[src/design/tbsg_pkg.sv]
package tbsg_pkg;

  // configuration register indexes
  typedef enum logic [2:0] {
    REG_SAMPLE_RATE    = 3'd0,
    REG_START_SAMPLE   = 3'd1,
    REG_BURST_SAMPLES  = 3'd2,
    REG_ENVELOPE_SLOPE = 3'd3,
    REG_AMPLITUDE      = 3'd4,
    REG_PHASE_STEP     = 3'd5,
    REG_SAMPLE_COUNT   = 3'd6
  } cfg_reg_t;

  // latest valid burst start, in seconds
  localparam int START_MAX_SECONDS = 499;

  // envelope gain handed from the envelope pipe to the datapath
  typedef struct packed {
    logic        on;
    logic        full;
    logic [31:0] lo;
  } env_t;

  // one finished result
  typedef struct packed {
    logic               start_invalid;
    logic               last;
    logic signed [15:0] sample;
  } result_t;

endpackage

[src/design/tbsg_envelope.sv]
module tbsg_envelope
  import tbsg_pkg::*;
(
  input  logic        clk,
  input  logic        en,
  input  logic [23:0] n,
  input  logic [23:0] start_sample,
  input  logic [23:0] burst_samples,
  input  logic [31:0] envelope_slope,
  output env_t        env
);

  logic [24:0] diff;
  logic [23:0] d2;
  logic        ge2;
  logic [28:0] d20;
  logic [28:0] b1;
  logic [28:0] b19;
  logic        up;
  logic        hold;
  logic        down;
  logic [23:0] f3;
  logic        on3;
  logic        hold3;
  logic [55:0] gp4;
  logic        on4;
  logic        hold4;

  assign diff = {1'b0, n} - {1'b0, start_sample};

  // offset into the burst
  always_ff @(posedge clk) begin
    if (en) begin
      d2  <= diff[23:0];
      ge2 <= !diff[24];
    end
  end

  // region of the fade: ramp up, hold, ramp down
  assign d20  = {1'b0, d2, 4'b0} + {3'b0, d2, 2'b0};
  assign b1   = {5'b0, burst_samples};
  assign b19  = {1'b0, burst_samples, 4'b0} + {4'b0, burst_samples, 1'b0} + b1;
  assign up   = d20 < b1;
  assign hold = d20 < b19;
  assign down = d2 < burst_samples;

  always_ff @(posedge clk) begin
    if (en) begin
      f3    <= up ? d2 : burst_samples - d2;
      on3   <= ge2 && (up || hold || down);
      hold3 <= !up && hold;
    end
  end

  // fade distance times slope
  always_ff @(posedge clk) begin
    if (en) begin
      gp4   <= f3 * envelope_slope;
      on4   <= on3;
      hold4 <= hold3;
    end
  end

  // saturate at unity gain
  always_ff @(posedge clk) begin
    if (en) begin
      env.on   <= on4;
      env.full <= hold4 || (gp4[55:32] != 24'd0);
      env.lo   <= gp4[31:0];
    end
  end

endmodule

[config.mk]
export PLATFORM = sky130hd
export DESIGN_NAME = tbsg_envelope
export DESIGN_NICKNAME = d
export VERILOG_FILES = /design/src/design/tbsg_pkg.sv /design/src/design/tbsg_envelope.sv
export SDC_FILE = /design/constraint.sdc
export NUM_CORES = 2
export LEC_CHECK = 0
export BUFFER_PORTS_ARGS = -buffer_cell sky130_fd_sc_hd__buf_2
export CORE_MARGIN = 2
export CORE_UTILIZATION = 50
export DETAILED_ROUTE_END_ITERATION = 10
export GPL_TIMING_DRIVEN = 0
export MAX_ROUTING_LAYER = met4
export PLACE_DENSITY = 0.65
export SLEW_MARGIN = 20
export SYNTH_ARGS = -nofsm -noshare
export SYNTH_HDL_FRONTEND = slang
export SYNTH_SLANG_ARGS = --single-unit
export TNS_END_PERCENT = 20
[constraint.sdc]
create_clock -name clk -period 8.22 [get_ports clk]
set_clock_uncertainty 0.15 [all_clocks]
set_input_delay 0.411 -clock clk [delete_from_list [all_inputs] [get_ports clk]]
set_output_delay 0.411 -clock clk [all_outputs]
set_load 0.02 [all_outputs]
==> results.json <==
{
  "hp-class": "in -> reg",
  "reg2reg_slack_ps": 190,
  "first_pass_iters": 8,
  "reg2reg_depth": 24,
  "endpoint": "gp4[50]",
  "port_buffers": 139,
  "path_cells": "clkbuf_1 > nand2_1 > fa_1 > inv_1 > fa_1 > fa_1 > fa_1 > fa_1 > fa_1 > inv_1 > fa_1 > inv_1 > ha_1 > nand2_1 > a21oi_2 > nand3_1 > a21oi_1 > nor2_4 > buf_12 > o31a_1 > o21ai_2 > a31oi_2 > or4b_1 > nand3_1",
  "drtIter0Drc": 2041,
  "area_growth_pct": 7.86,
  "grt_use_total_pct": 31.9,
  "max-slew-margin-rel_pct": 24.9,
  "setup-violations-final": 0,
  "wl_per_cell_um": 21.8,
  "grt_max_degree": 97,
  "die_h_um": 269,
  "maxCapViolCount": 0,
  "synth_fp_nets": 4857,
  "fin_setup_tns_ps": 0,
  "synthFlopType": "edfxtp_1",
  "grt_pass1_wl_um": 164000,
  "synth-edff-count": 143,
  "ys_seq_elements": 143,
  "required_ps": 8410,
  "start_util_pct": 50.3,
  "worst_slew_pin_slew_ps": 1130,
  "synth_cells": 3740,
  "place_area_mm2": 0.0370,
  "rr_startpoint": "f3[20]",
  "rows": 97,
  "r2r-end": "gp4[50]",
  "ios": 140,
  "worst_path_most_repeated_cell": "fa_1",
  "cts_root_buffer": "clkbuf_16",
  "synthDistinctLibCells": 70,
  "post-route-util_pct": 54.3,
  "final_cell_area_mm2": 0.0379,
  "clk_path_buf_depth": 2,
  "worst-path-max-fanout": 10,
  "insertion_delay_ps": 480,
  "seq_area_frac_synth_pct": 12.2,
  "drc": 2,
  "critical_path.max_stage_delay_ps": 600,
  "final.period_utilization_pct": 97.7,
  "synth.avg_cell_area_um2": 9.39,
  "violations": "DRC",
  "drv_slew": 0,
  "cts_inserted_buffers": 17,
  "vias": 26600,
  "cts_tree": "done",
  "wirelength_um": 106000,
  "crit_slowest_cell": "fa_1",
  "route.antenna.remaining_nets": 0,
  "final_common_cell": "inv_1",
  "clkTransAtPathRegs_ps": 60,
  "core-area_mm2": 0.0698,
  "place.gp.congestion": 1.04,
  "drive_gt1_share_pct": 6.91,
  "cp-startpoint": "f3[20]",
  "clock.fmax_mhz": 124,
  "finalWorstPathRequiredPeriod_ps": 8030,
  "post-dp-hpwl_um": 87500,
  "dieWidth_um": 269,
  "status": "finished with violations",
  "first_global_vias": 27700,
  "grt-ovfl-total": 0,
  "dieArea_mm2": 0.0724,
  "fin_nets": 5027,
  "htreeDepth": 4,
  "endpoint_kind": "register",
  "numClockSinks": 143,
  "ys_async_sr_fraction_pct": 0,
  "antenna_found_initial": 5,
  "startpoint_type": "register",
  "synth.cell_area_mm2": 0.0351,
  "cts_hold_buf": 0,
  "ys_warn_count": 0,
  "hold_slack_ps": 167,
  "vias_per_cell": 5.46,
  "final_cell_mix": "803 x inv_1, 682 x fa_1, 446 x nand2_1",
  "min_path_cells": 3,
  "hold_viol": 0,
  "arrival_ps": 8220,
  "setup.worst_path.class": "reg -> reg"
}
layer usage:
metal  GRT usage, %  vias up  share of wire (%)
met2           49.2     1262                 46
met5              -        -                  0
li1               -    11900                  -
met1           41.2    13200                 40
met4           11.7        0                3.9
met3           7.33      194                 10
flip-flops by register name, indices dropped and copies added (netlist names):
register and count:
ge2 1, on4 1, f3 24, gp4 56, on3 1, hold4 1
hold3 1, env 34, d2 24
how the worst min path moves through the flow:
stage	startpoint	end	slack (ps)
3_5_place_dp	gp4[1]	env[1]	250
4_1_cts	start_sample[0]	d2[0]	140
2_1_floorplan	gp4[0]	env[0]	250
6_report	start_sample[0]	d2[0]	170
5_1_grt	start_sample[0]	d2[0]	170
3_3_place_gp	hold3	hold4	250
stage by stage:
step | worst slack, ps | instances
after floorplan | 1240 | 3740
after global placement | -1240 | 4819
after detailed placement | -1330 | 4820
after CTS | 23.1 | 4854
after global routing | -12.1 | 4865
final | 188 | 4870
synth_stat cells, types with 3 or more instances:
cell type | n | area [µm²]
o21ai_0 | 78 | 390
edfxtp_1 | 143 | 4290
xor2_1 | 40 | 350
nor4_1 | 9 | 56.3
o21a_1 | 23 | 173
nand2b_1 | 19 | 119
mux2i_1 | 21 | 210
or3_1 | 7 | 43.8
fa_1 | 682 | 13700
nand4_1 | 18 | 113
a211oi_1 | 18 | 135
a21boi_0 | 5 | 37.5
mux2_4 | 3 | 45.0
clkbuf_1 | 142 | 533
buf_1 | 4 | 15.0
a2111oi_0 | 3 | 26.3
o31ai_1 | 4 | 30.0
nor2_1 | 69 | 259
o2111ai_1 | 6 | 52.6
nor2b_1 | 24 | 150
and3_1 | 18 | 113
a21oi_1 | 110 | 551
nor3b_1 | 3 | 22.5
nor3_1 | 23 | 115
a21o_1 | 62 | 465
nand2_1 | 446 | 1670
nand3b_1 | 7 | 52.6
or2_2 | 3 | 18.8
o21bai_1 | 14 | 105
o21ai_1 | 4 | 20.0
a211o_1 | 6 | 52.6
and2_1 | 394 | 2460
o211ai_1 | 8 | 60.1
a221oi_1 | 6 | 52.6
a31oi_1 | 21 | 131
inv_1 | 803 | 3010
a311oi_1 | 3 | 26.3
and4_1 | 4 | 35.0
xnor2_1 | 92 | 806
ha_1 | 329 | 4120
nand3_1 | 27 | 135
what timing repair did:
action | in CTS | in global routing
pin swaps | 1 | 1
buffers inserted | 5 | 9
hold endpoints to repair | 0 | 0
setup endpoints to repair | 25 | 12
resized for setup | 58 | 50
worst max-delay path: cells and delay by family (launching register included):
| family | cells | cell delay [ps] |
|---|---|---|
| AO/OA/AOI/OAI | 5 | 1340 |
| buffers and inverters | 5 | 820 |
| AND/OR/NAND/NOR | 6 | 1000 |
| adder cells (fa/ha/maj) | 8 | 3970 |
| flip-flops | 1 | 590 |
final cells by class:
class,instances,area [µm²]
fill,6434,31900
inverter,803,3010
clock inverter,12,138
antenna,9,22.5
sequential,143,4290
timing repair buffer,154,851
multi-input combinational,2645,27300
tap,940,1180
clock buffer,18,429
buffer,146,673
cell families after synthesis:
logic type | synth area share [%]
muxes | 0.727
adders and majority gates | 50.6
buffers and inverters | 10.3
xor gates and xnor gates | 3.29
DFF | 12.2
and+or+nand+nor | 15.6
AOI/OAI and AO/OA | 7.31
Power is not shown: default switching activity piles up to over one toggle a cycle in this logic, so the estimate is an artifact.
