==> src/design/tbsg_pkg.sv <==
package tbsg_pkg;

  // configuration register indexes
  typedef enum logic [2:0] {
    REG_SAMPLE_RATE    = 3'd0,
    REG_START_SAMPLE   = 3'd1,
    REG_BURST_SAMPLES  = 3'd2,
    REG_ENVELOPE_SLOPE = 3'd3,
    REG_AMPLITUDE      = 3'd4,
    REG_PHASE_STEP     = 3'd5,
    REG_SAMPLE_COUNT   = 3'd6
  } cfg_reg_t;

  // latest valid burst start, in seconds
  localparam int START_MAX_SECONDS = 499;

  // envelope gain handed from the envelope pipe to the datapath
  typedef struct packed {
    logic        on;
    logic        full;
    logic [31:0] lo;
  } env_t;

  // one finished result
  typedef struct packed {
    logic               start_invalid;
    logic               last;
    logic signed [15:0] sample;
  } result_t;

endpackage

==> src/design/tbsg_skid.sv <==
module tbsg_skid
  import tbsg_pkg::*;
(
  input  logic    clk,
  input  logic    rst,
  input  logic    in_valid,
  output logic    in_ready,
  input  result_t in_data,
  output logic    out_valid,
  input  logic    out_ready,
  output result_t out_data
);

  logic    sk_valid;
  result_t sk_data;
  logic    take;

  assign take     = out_ready || !out_valid;
  assign in_ready = !sk_valid;

  // output register backed by one skid entry
  always_ff @(posedge clk) begin
    if (rst) begin
      out_valid <= 1'b0;
      sk_valid  <= 1'b0;
    end else if (sk_valid) begin
      if (take) begin
        out_data  <= sk_data;
        out_valid <= 1'b1;
        sk_valid  <= 1'b0;
      end
    end else if (in_valid) begin
      if (take) begin
        out_data  <= in_data;
        out_valid <= 1'b1;
      end else begin
        sk_data  <= in_data;
        sk_valid <= 1'b1;
      end
    end else if (take) begin
      out_valid <= 1'b0;
    end
  end

endmodule

==> config.mk <==
export PLATFORM = sky130hd
export DESIGN_NAME = tbsg_skid
export DESIGN_NICKNAME = d
export VERILOG_FILES = /design/src/design/tbsg_pkg.sv /design/src/design/tbsg_skid.sv
export SDC_FILE = /design/constraint.sdc
export NUM_CORES = 1
export LEC_CHECK = 0
export BUFFER_PORTS_ARGS = -buffer_cell sky130_fd_sc_hd__buf_4
export CORE_MARGIN = 5
export CORE_UTILIZATION = 54
export CTS_CLUSTER_SIZE = 40
export DETAILED_ROUTE_END_ITERATION = 10
export PLACE_DENSITY = 0.8
export SLEW_MARGIN = 20
export SYNTH_ARGS = -nofsm -noshare
export SYNTH_HDL_FRONTEND = slang
export SYNTH_SLANG_ARGS = --single-unit
==> constraint.sdc <==
create_clock -name clk -period 4.2 [get_ports clk]
set_input_delay 0.42 -clock clk [delete_from_list [all_inputs] [get_ports clk]]
set_output_delay 0.42 -clock clk [all_outputs]
set_load 0.01 [all_outputs]
==> results_dict.tcl, run 1 <==
set metrics [dict create \
    critical_path.max_stage_delay_ps 400 \
    tns_ps 0 \
    cts_buf_count 5 \
    start_util_pct 54.63 \
    max_cap_violations 0 \
    finalNetCount 137 \
    power.leakage_nw 0.7358 \
    postRouteWirelength_um 2178 \
    period_needed_ps 1751 \
    post_cts_resized 0 \
    grt_setup_unrepaired "no" \
    max-slew-margin-rel_pct 73.16 \
    tritoncts "done" \
    boundaryPins 42 \
    ys_ff_latch 38 \
    area.growth.synth_to_final_pct 28.90 \
    post_place_setup_slack_ps 2107 \
    port_buffers 41 \
    worst_path_max_delay_cell "sky130_fd_sc_hd__dfxtp_1" \
    maximum_number_of_pins_on_one_net_before_global_route_repair 21 \
    antenna_cells 0 \
    global_route_wire_length_before_repair_um 3615 \
    cts_max_path_buffers 2 \
    cp_top_family "buffers and inverters" \
    route.antenna.remaining_nets 0 \
    post_route_cells_drive_above_1_share_pct 62.07 \
    site_row_count 19 \
    syn-instance-count 66 \
    outcome "finished, final reports clean" \
    cts.htree.levels 2 \
    die-height_um 62.14 \
    fmax_mhz 571.1 \
    routedWlPerCell_um 14.82 \
    drt_first_iter_violations 22 \
    timing_hold_violations_final 0 \
    drtPass1Iterations 4 \
    power-per-cell-area_mw_per_mm2 363.4 \
    layout_worst_path_cycle_share_pct 41.69 \
    cp_max_fo 20 \
    critical_path.reg2reg.startpoint "sk_valid" \
    slew_violations 0 \
    timing_worst_slew_pin_value_ps 400.9 \
    design_area_mm2 0.001892 \
    post_synthesis_average_cell_area_um2 22.24 \
    num-fill-cells 183 \
    finalCoreUtilization_pct 70.42 \
    count_of_placed_standard_cells_in_the_final_layout_fillers_left_out 147 \
    worstPathCellList "buf_4, inv_1, buf_4" \
    placed_area_mm2 0.001821 \
    core_box_area_mm2 0.002686 \
    required_time_of_the_critical_path_ps 3780 \
    holdCritStartpoint "in_data[7]" \
    detailroute.via_count 737 \
    cpMostUsedCell "sky130_fd_sc_hd__buf_4" \
    die-area_mm2 0.003861 \
    cts_root_buffer "sky130_fd_sc_hd__clkbuf_4" \
    postCtsHoldBufs 0 \
    worst_hold_slack_ps 263.2 \
    global_route.overflow_total 0 \
    critical_path_class "flip-flop to output port" \
    cell_area_after_synthesis_mm2 0.001468 \
    place.gp.congestion 0.7332 \
    remaining_drc_errors 0 \
    fin_total_pwr_mw 0.6874 \
    dp_hpwl_um 1575 \
    finalSetupViolCount 0 \
    count_of_buffer_and_inverter_cells_on_the_critical_path 3 \
    grt.total_usage_pct 12.34 \
    numClockSinks 38 \
    portion_of_the_post_synthesis_area_used_by_sequential_elements_pct 76.39 \
    timing.clock.skew_ps 8.672 \
    synth.yosys.warnings 0 \
    worst_case_vdd_ir_drop_mv 0.2763 \
    post_layout_worst_setup_margin_ps 2449 \
    grt_antenna_before_repair 0 \
    placedCellCount 138 \
    viasPerCell 5.014 \
    postSynthNetCount 88 \
    hold_class "primary input to flip-flop" \
    worst-endpoint-arrival_ps 1330 \
    clkLatencyLatePin_ps 330 \
    cts_setup_buffers 0 \
    crit_path_start_kind "flip-flop" \
    yosys.cell_types.count 12 \
    clk_pin_slew_worst_paths_ps 110 \
    setup.worst_path.end_class "output port" \
    first_global_vias 762 \
    die_width_um 62.14 \
    setup.worst_path.start "sk_valid" \
]
## where the power goes
part / internal, mW / switching [mW] / total, mW
Combinational: 0.0397 / 0.0248 / 0.0645
Sequential: 0.428 / 0.00332 / 0.431
Clock: 0.0812 / 0.110 / 0.192
Total: 0.549 / 0.138 / 0.687
## sequential cells by signal, summed over array words and instances, names as in the netlist
| register | count |
|---|---|
| out_valid | 1 |
| sk_data | 18 |
| out_data | 18 |
| sk_valid | 1 |
## final cells by class
| class | count | area [um^2] | area share, % |
|---|---|---|---|
| Timing Repair Buffer | 44 | 334.1 | 17.66 |
| Clock inverter | 1 | 5.005 | 0.2646 |
| Inverter | 1 | 3.754 | 0.1984 |
| Sequential cell | 38 | 1121 | 59.26 |
| Tap cell | 31 | 38.79 | 2.050 |
| Clock buffer | 7 | 55.05 | 2.910 |
| Multi-Input combinational cell | 25 | 334.1 | 17.66 |
## synth_stat cells
cell type,count,area share [%]
sky130_fd_sc_hd__buf_6,2,1.5
sky130_fd_sc_hd__nor2b_1,1,0.43
sky130_fd_sc_hd__mux2_4,17,17
sky130_fd_sc_hd__nor2_4,1,0.77
sky130_fd_sc_hd__nor3_1,2,0.68
sky130_fd_sc_hd__dfxtp_1,2,2.7
sky130_fd_sc_hd__edfxtp_1,36,74
sky130_fd_sc_hd__a21oi_1,1,0.34
sky130_fd_sc_hd__nand2b_1,1,0.43
sky130_fd_sc_hd__nor4b_2,1,1.0
sky130_fd_sc_hd__inv_1,1,0.26
sky130_fd_sc_hd__mux2_2,1,0.77
## logic make-up after synthesis
logic type,share of synthesized area [%]
flops,76.39
simple gates,3.325
mux,18.16
compound gates,0.3407
buf+inv,1.790
## routing by layer
layer / track usage, % / wire length, um / vias up
met5: 0 / 0 / -
met4: 8.130 / 51 / 0
met3: 6.306 / 171 / 5
met2: 20.21 / 1158 / 24
met1: 11.99 / 797 / 354
li1: - / - / 354
## cells in the final DEF (no fill, tap or decap), drive strengths merged
master  synthesis  final
edfxtp         36     36
nor2b           1      1
a21oi           1      1
nor4b           1      1
mux2           18     18
nor2            1      1
clkbuf          0      7
inv             1      1
nand2b          1      1
dfxtp           2      2
buf             2     44
clkinv          0      1
nor3            2      2
## final timing paths
check,endpoint,slack (ps),cells after the start
max,in_ready,2450,3
min,sk_data[7],260,1
max reg2reg,out_data[2],2660,4
min reg2reg,out_data[16],550,1
No activity file was read; power rests on OpenSTA's default activity.
==> run 2, diff against run 1 <==
--- a/config.mk
+++ b/config.mk
@@ -7,10 +7,10 @@
 export LEC_CHECK = 0
 export BUFFER_PORTS_ARGS = -buffer_cell sky130_fd_sc_hd__buf_4
 export CORE_MARGIN = 5
-export CORE_UTILIZATION = 54
+export CORE_UTILIZATION = 45
 export CTS_CLUSTER_SIZE = 40
 export DETAILED_ROUTE_END_ITERATION = 10
-export PLACE_DENSITY = 0.8
+export PLACE_DENSITY = 0.7
 export SLEW_MARGIN = 20
 export SYNTH_ARGS = -nofsm -noshare
 export SYNTH_HDL_FRONTEND = slang
==> constraint.sdc (replaced) <==
create_clock -name clk -period 1.46 [get_ports clk]
set_input_delay 0.146 -clock clk [delete_from_list [all_inputs] [get_ports clk]]
set_output_delay 0.146 -clock clk [all_outputs]
set_load 0.01 [all_outputs]
==> run 2 against run 1 <==
  * Total power rose to 3.4 times the previous value
  * Design area up 14%
  * Largest power group unchanged
  * Clock power rose to 4.4 times the previous value
  * Clock skew shrank 1.7 ps
==> results_dict.tcl, run 2 (same netlist as run 1, synthesis figures left out) <==
set metrics [dict create \
    outcome "finished, final reports clean" \
    wl_met2_um 1347 \
    boundaryPins 42 \
    timing_hold_violations_final 0 \
    slew_violations 0 \
    drt_first_iter_violations 21 \
    place.gp.congestion 0.6987 \
    first_global_vias 834 \
    die-area_mm2 0.004504 \
    port_buffers 41 \
    core_box_area_mm2 0.003103 \
    clkLatencyLatePin_ps 330 \
    period_needed_ps 1362 \
    cts_setup_buffers 0 \
    drtPass1Iterations 3 \
    routedWlPerCell_um 13.71 \
    grt_setup_unrepaired "no" \
    critical_path.max_stage_delay_ps 480 \
    design_area_mm2 0.002166 \
    viasPerCell 4.506 \
    tritoncts "done" \
    worst_case_vdd_ir_drop_mv 0.6400 \
    finalSetupViolCount 0 \
    worstPathCellList "buf_4, inv_1, buf_4" \
    hold_class "primary input to flip-flop" \
    post_layout_worst_setup_margin_ps 97.62 \
    site_row_count 20 \
    clk_pin_slew_worst_paths_ps 110 \
    remaining_drc_errors 0 \
    critical_path_class "flip-flop to output port" \
    layout.cells.most_common_list "sky130_fd_sc_hd__buf_4, sky130_fd_sc_hd__edfxtp_1, sky130_fd_sc_hd__dlygate4sd3_1" \
    count_of_buffer_and_inverter_cells_on_the_critical_path 3 \
    die_width_um 67.11 \
    postRouteWirelength_um 2468 \
    largestRegisters "out_data: 18 flops, sk_data: 18 flops" \
    start_util_pct 47.30 \
    placed_area_mm2 0.001872 \
    maximum_number_of_pins_on_one_net_before_global_route_repair 19 \
    max-slew-margin-rel_pct 84.27 \
    timing_worst_slew_pin_value_ps 235.9 \
    cts_max_path_buffers 2 \
    numClockSinks 38 \
    global_route.overflow_total 0 \
    worst_path_max_delay_cell "sky130_fd_sc_hd__dfxtp_4" \
    grt.total_usage_pct 12.29 \
    required_time_of_the_critical_path_ps 1310 \
    detailroute.via_count 811 \
    wl_met3_um 136 \
    crit_path_start_kind "flip-flop" \
    power.leakage_nw 0.8422 \
    worst_hold_slack_ps 103.4 \
    cp_top_family "flip-flops" \
    die-height_um 67.11 \
    power-per-cell-area_mw_per_mm2 1074 \
    cts_root_buffer "sky130_fd_sc_hd__clkbuf_4" \
    maxUsedRoutingLayer "met4" \
    max_cap_violations 0 \
    post_place_setup_slack_ps 118.7 \
    finalNetCount 157 \
    fmax_mhz 734.0 \
    dp_hpwl_um 1712 \
    m1WireLength_um 937 \
    cts.htree.levels 2 \
    antenna_cells 0 \
    post_route_cells_drive_above_1_share_pct 54.41 \
    cp_max_fo 10 \
    timing.clock.skew_ps 7.011 \
    layout.cells.most_common "sky130_fd_sc_hd__buf_4" \
    setup.worst_path.end_class "output port" \
    grt_antenna_before_repair 0 \
    cpMostUsedCell "sky130_fd_sc_hd__buf_4" \
    cts_buf_count 5 \
    route.antenna.remaining_nets 0 \
    layout_worst_path_cycle_share_pct 93.31 \
    global_route_wire_length_before_repair_um 3912 \
    worst-endpoint-arrival_ps 1220 \
    area.growth.synth_to_final_pct 47.57 \
]
## run 2: final cells by class
class,count,area [um^2]
Clock buffer,5,37.54
Clock inverter,3,63.81
Fill cell,218,937.1
Inverter,1,3.754
Multi-Input combinational cell,25,340.3
Sequential cell,38,1125
Tap cell,44,55.05
Timing Repair Buffer,64,540.5
## run 2: repair_timing
item	CTS	global route
setup endpoints to repair	1	0
endpoints found under the hold margin	19	0
resized for setup	1	0
hold buffers	19	0
## run 2: worst paths after layout
check | start | to | slack [ps] | depth (start not counted)
max | sk_valid | in_ready | 100 | 3
min | in_valid | out_valid | 100 | 3
max reg2reg | out_valid | sk_data[3] | 150 | 3
min reg2reg | sk_data[3] | out_data[3] | 560 | 1
## run 2: per-layer routing
layer / vias up / track usage [%]
met3: 4 / 3.541
li1: 396 / -
met5: - / 0
met4: 0 / 6.076
met1: 386 / 12.66
met2: 25 / 22.45
## run 2: through the flow
stage / std cells / util, % / total power [mW] / TNS [ps]
2_1_floorplan: 66 / - / 1.354 / -2644
3_3_place_gp: 153 / 60.32 / 1.458 / 0
3_5_place_dp: 153 / 60.32 / 1.464 / 0
4_1_cts: 180 / 69.80 / 2.356 / 0
5_1_grt: 180 / 69.80 / 2.420 / 0
6_report: 180 / 69.80 / 2.326 / 0
## run 2: worst register-to-register path, delay by kind of cell, from the launching register on
| kind | cells | cell delay (ps) |
|---|---|---|
| and+or+nand+nor | 2 | 340 |
| DFF | 1 | 360 |
| buffers and inverters | 1 | 290 |
## run 2: report_power, final
| group | leakage, nW | internal [mW] | switching (mW) | total (mW) |
|---|---|---|---|---|
| Sequential | 0.348 | 1.23 | 0.0122 | 1.24 |
| Clock | 0.0528 | 0.528 | 0.323 | 0.851 |
| Combinational | 0.441 | 0.153 | 0.0809 | 0.233 |
| Total | 0.842 | 1.91 | 0.416 | 2.33 |
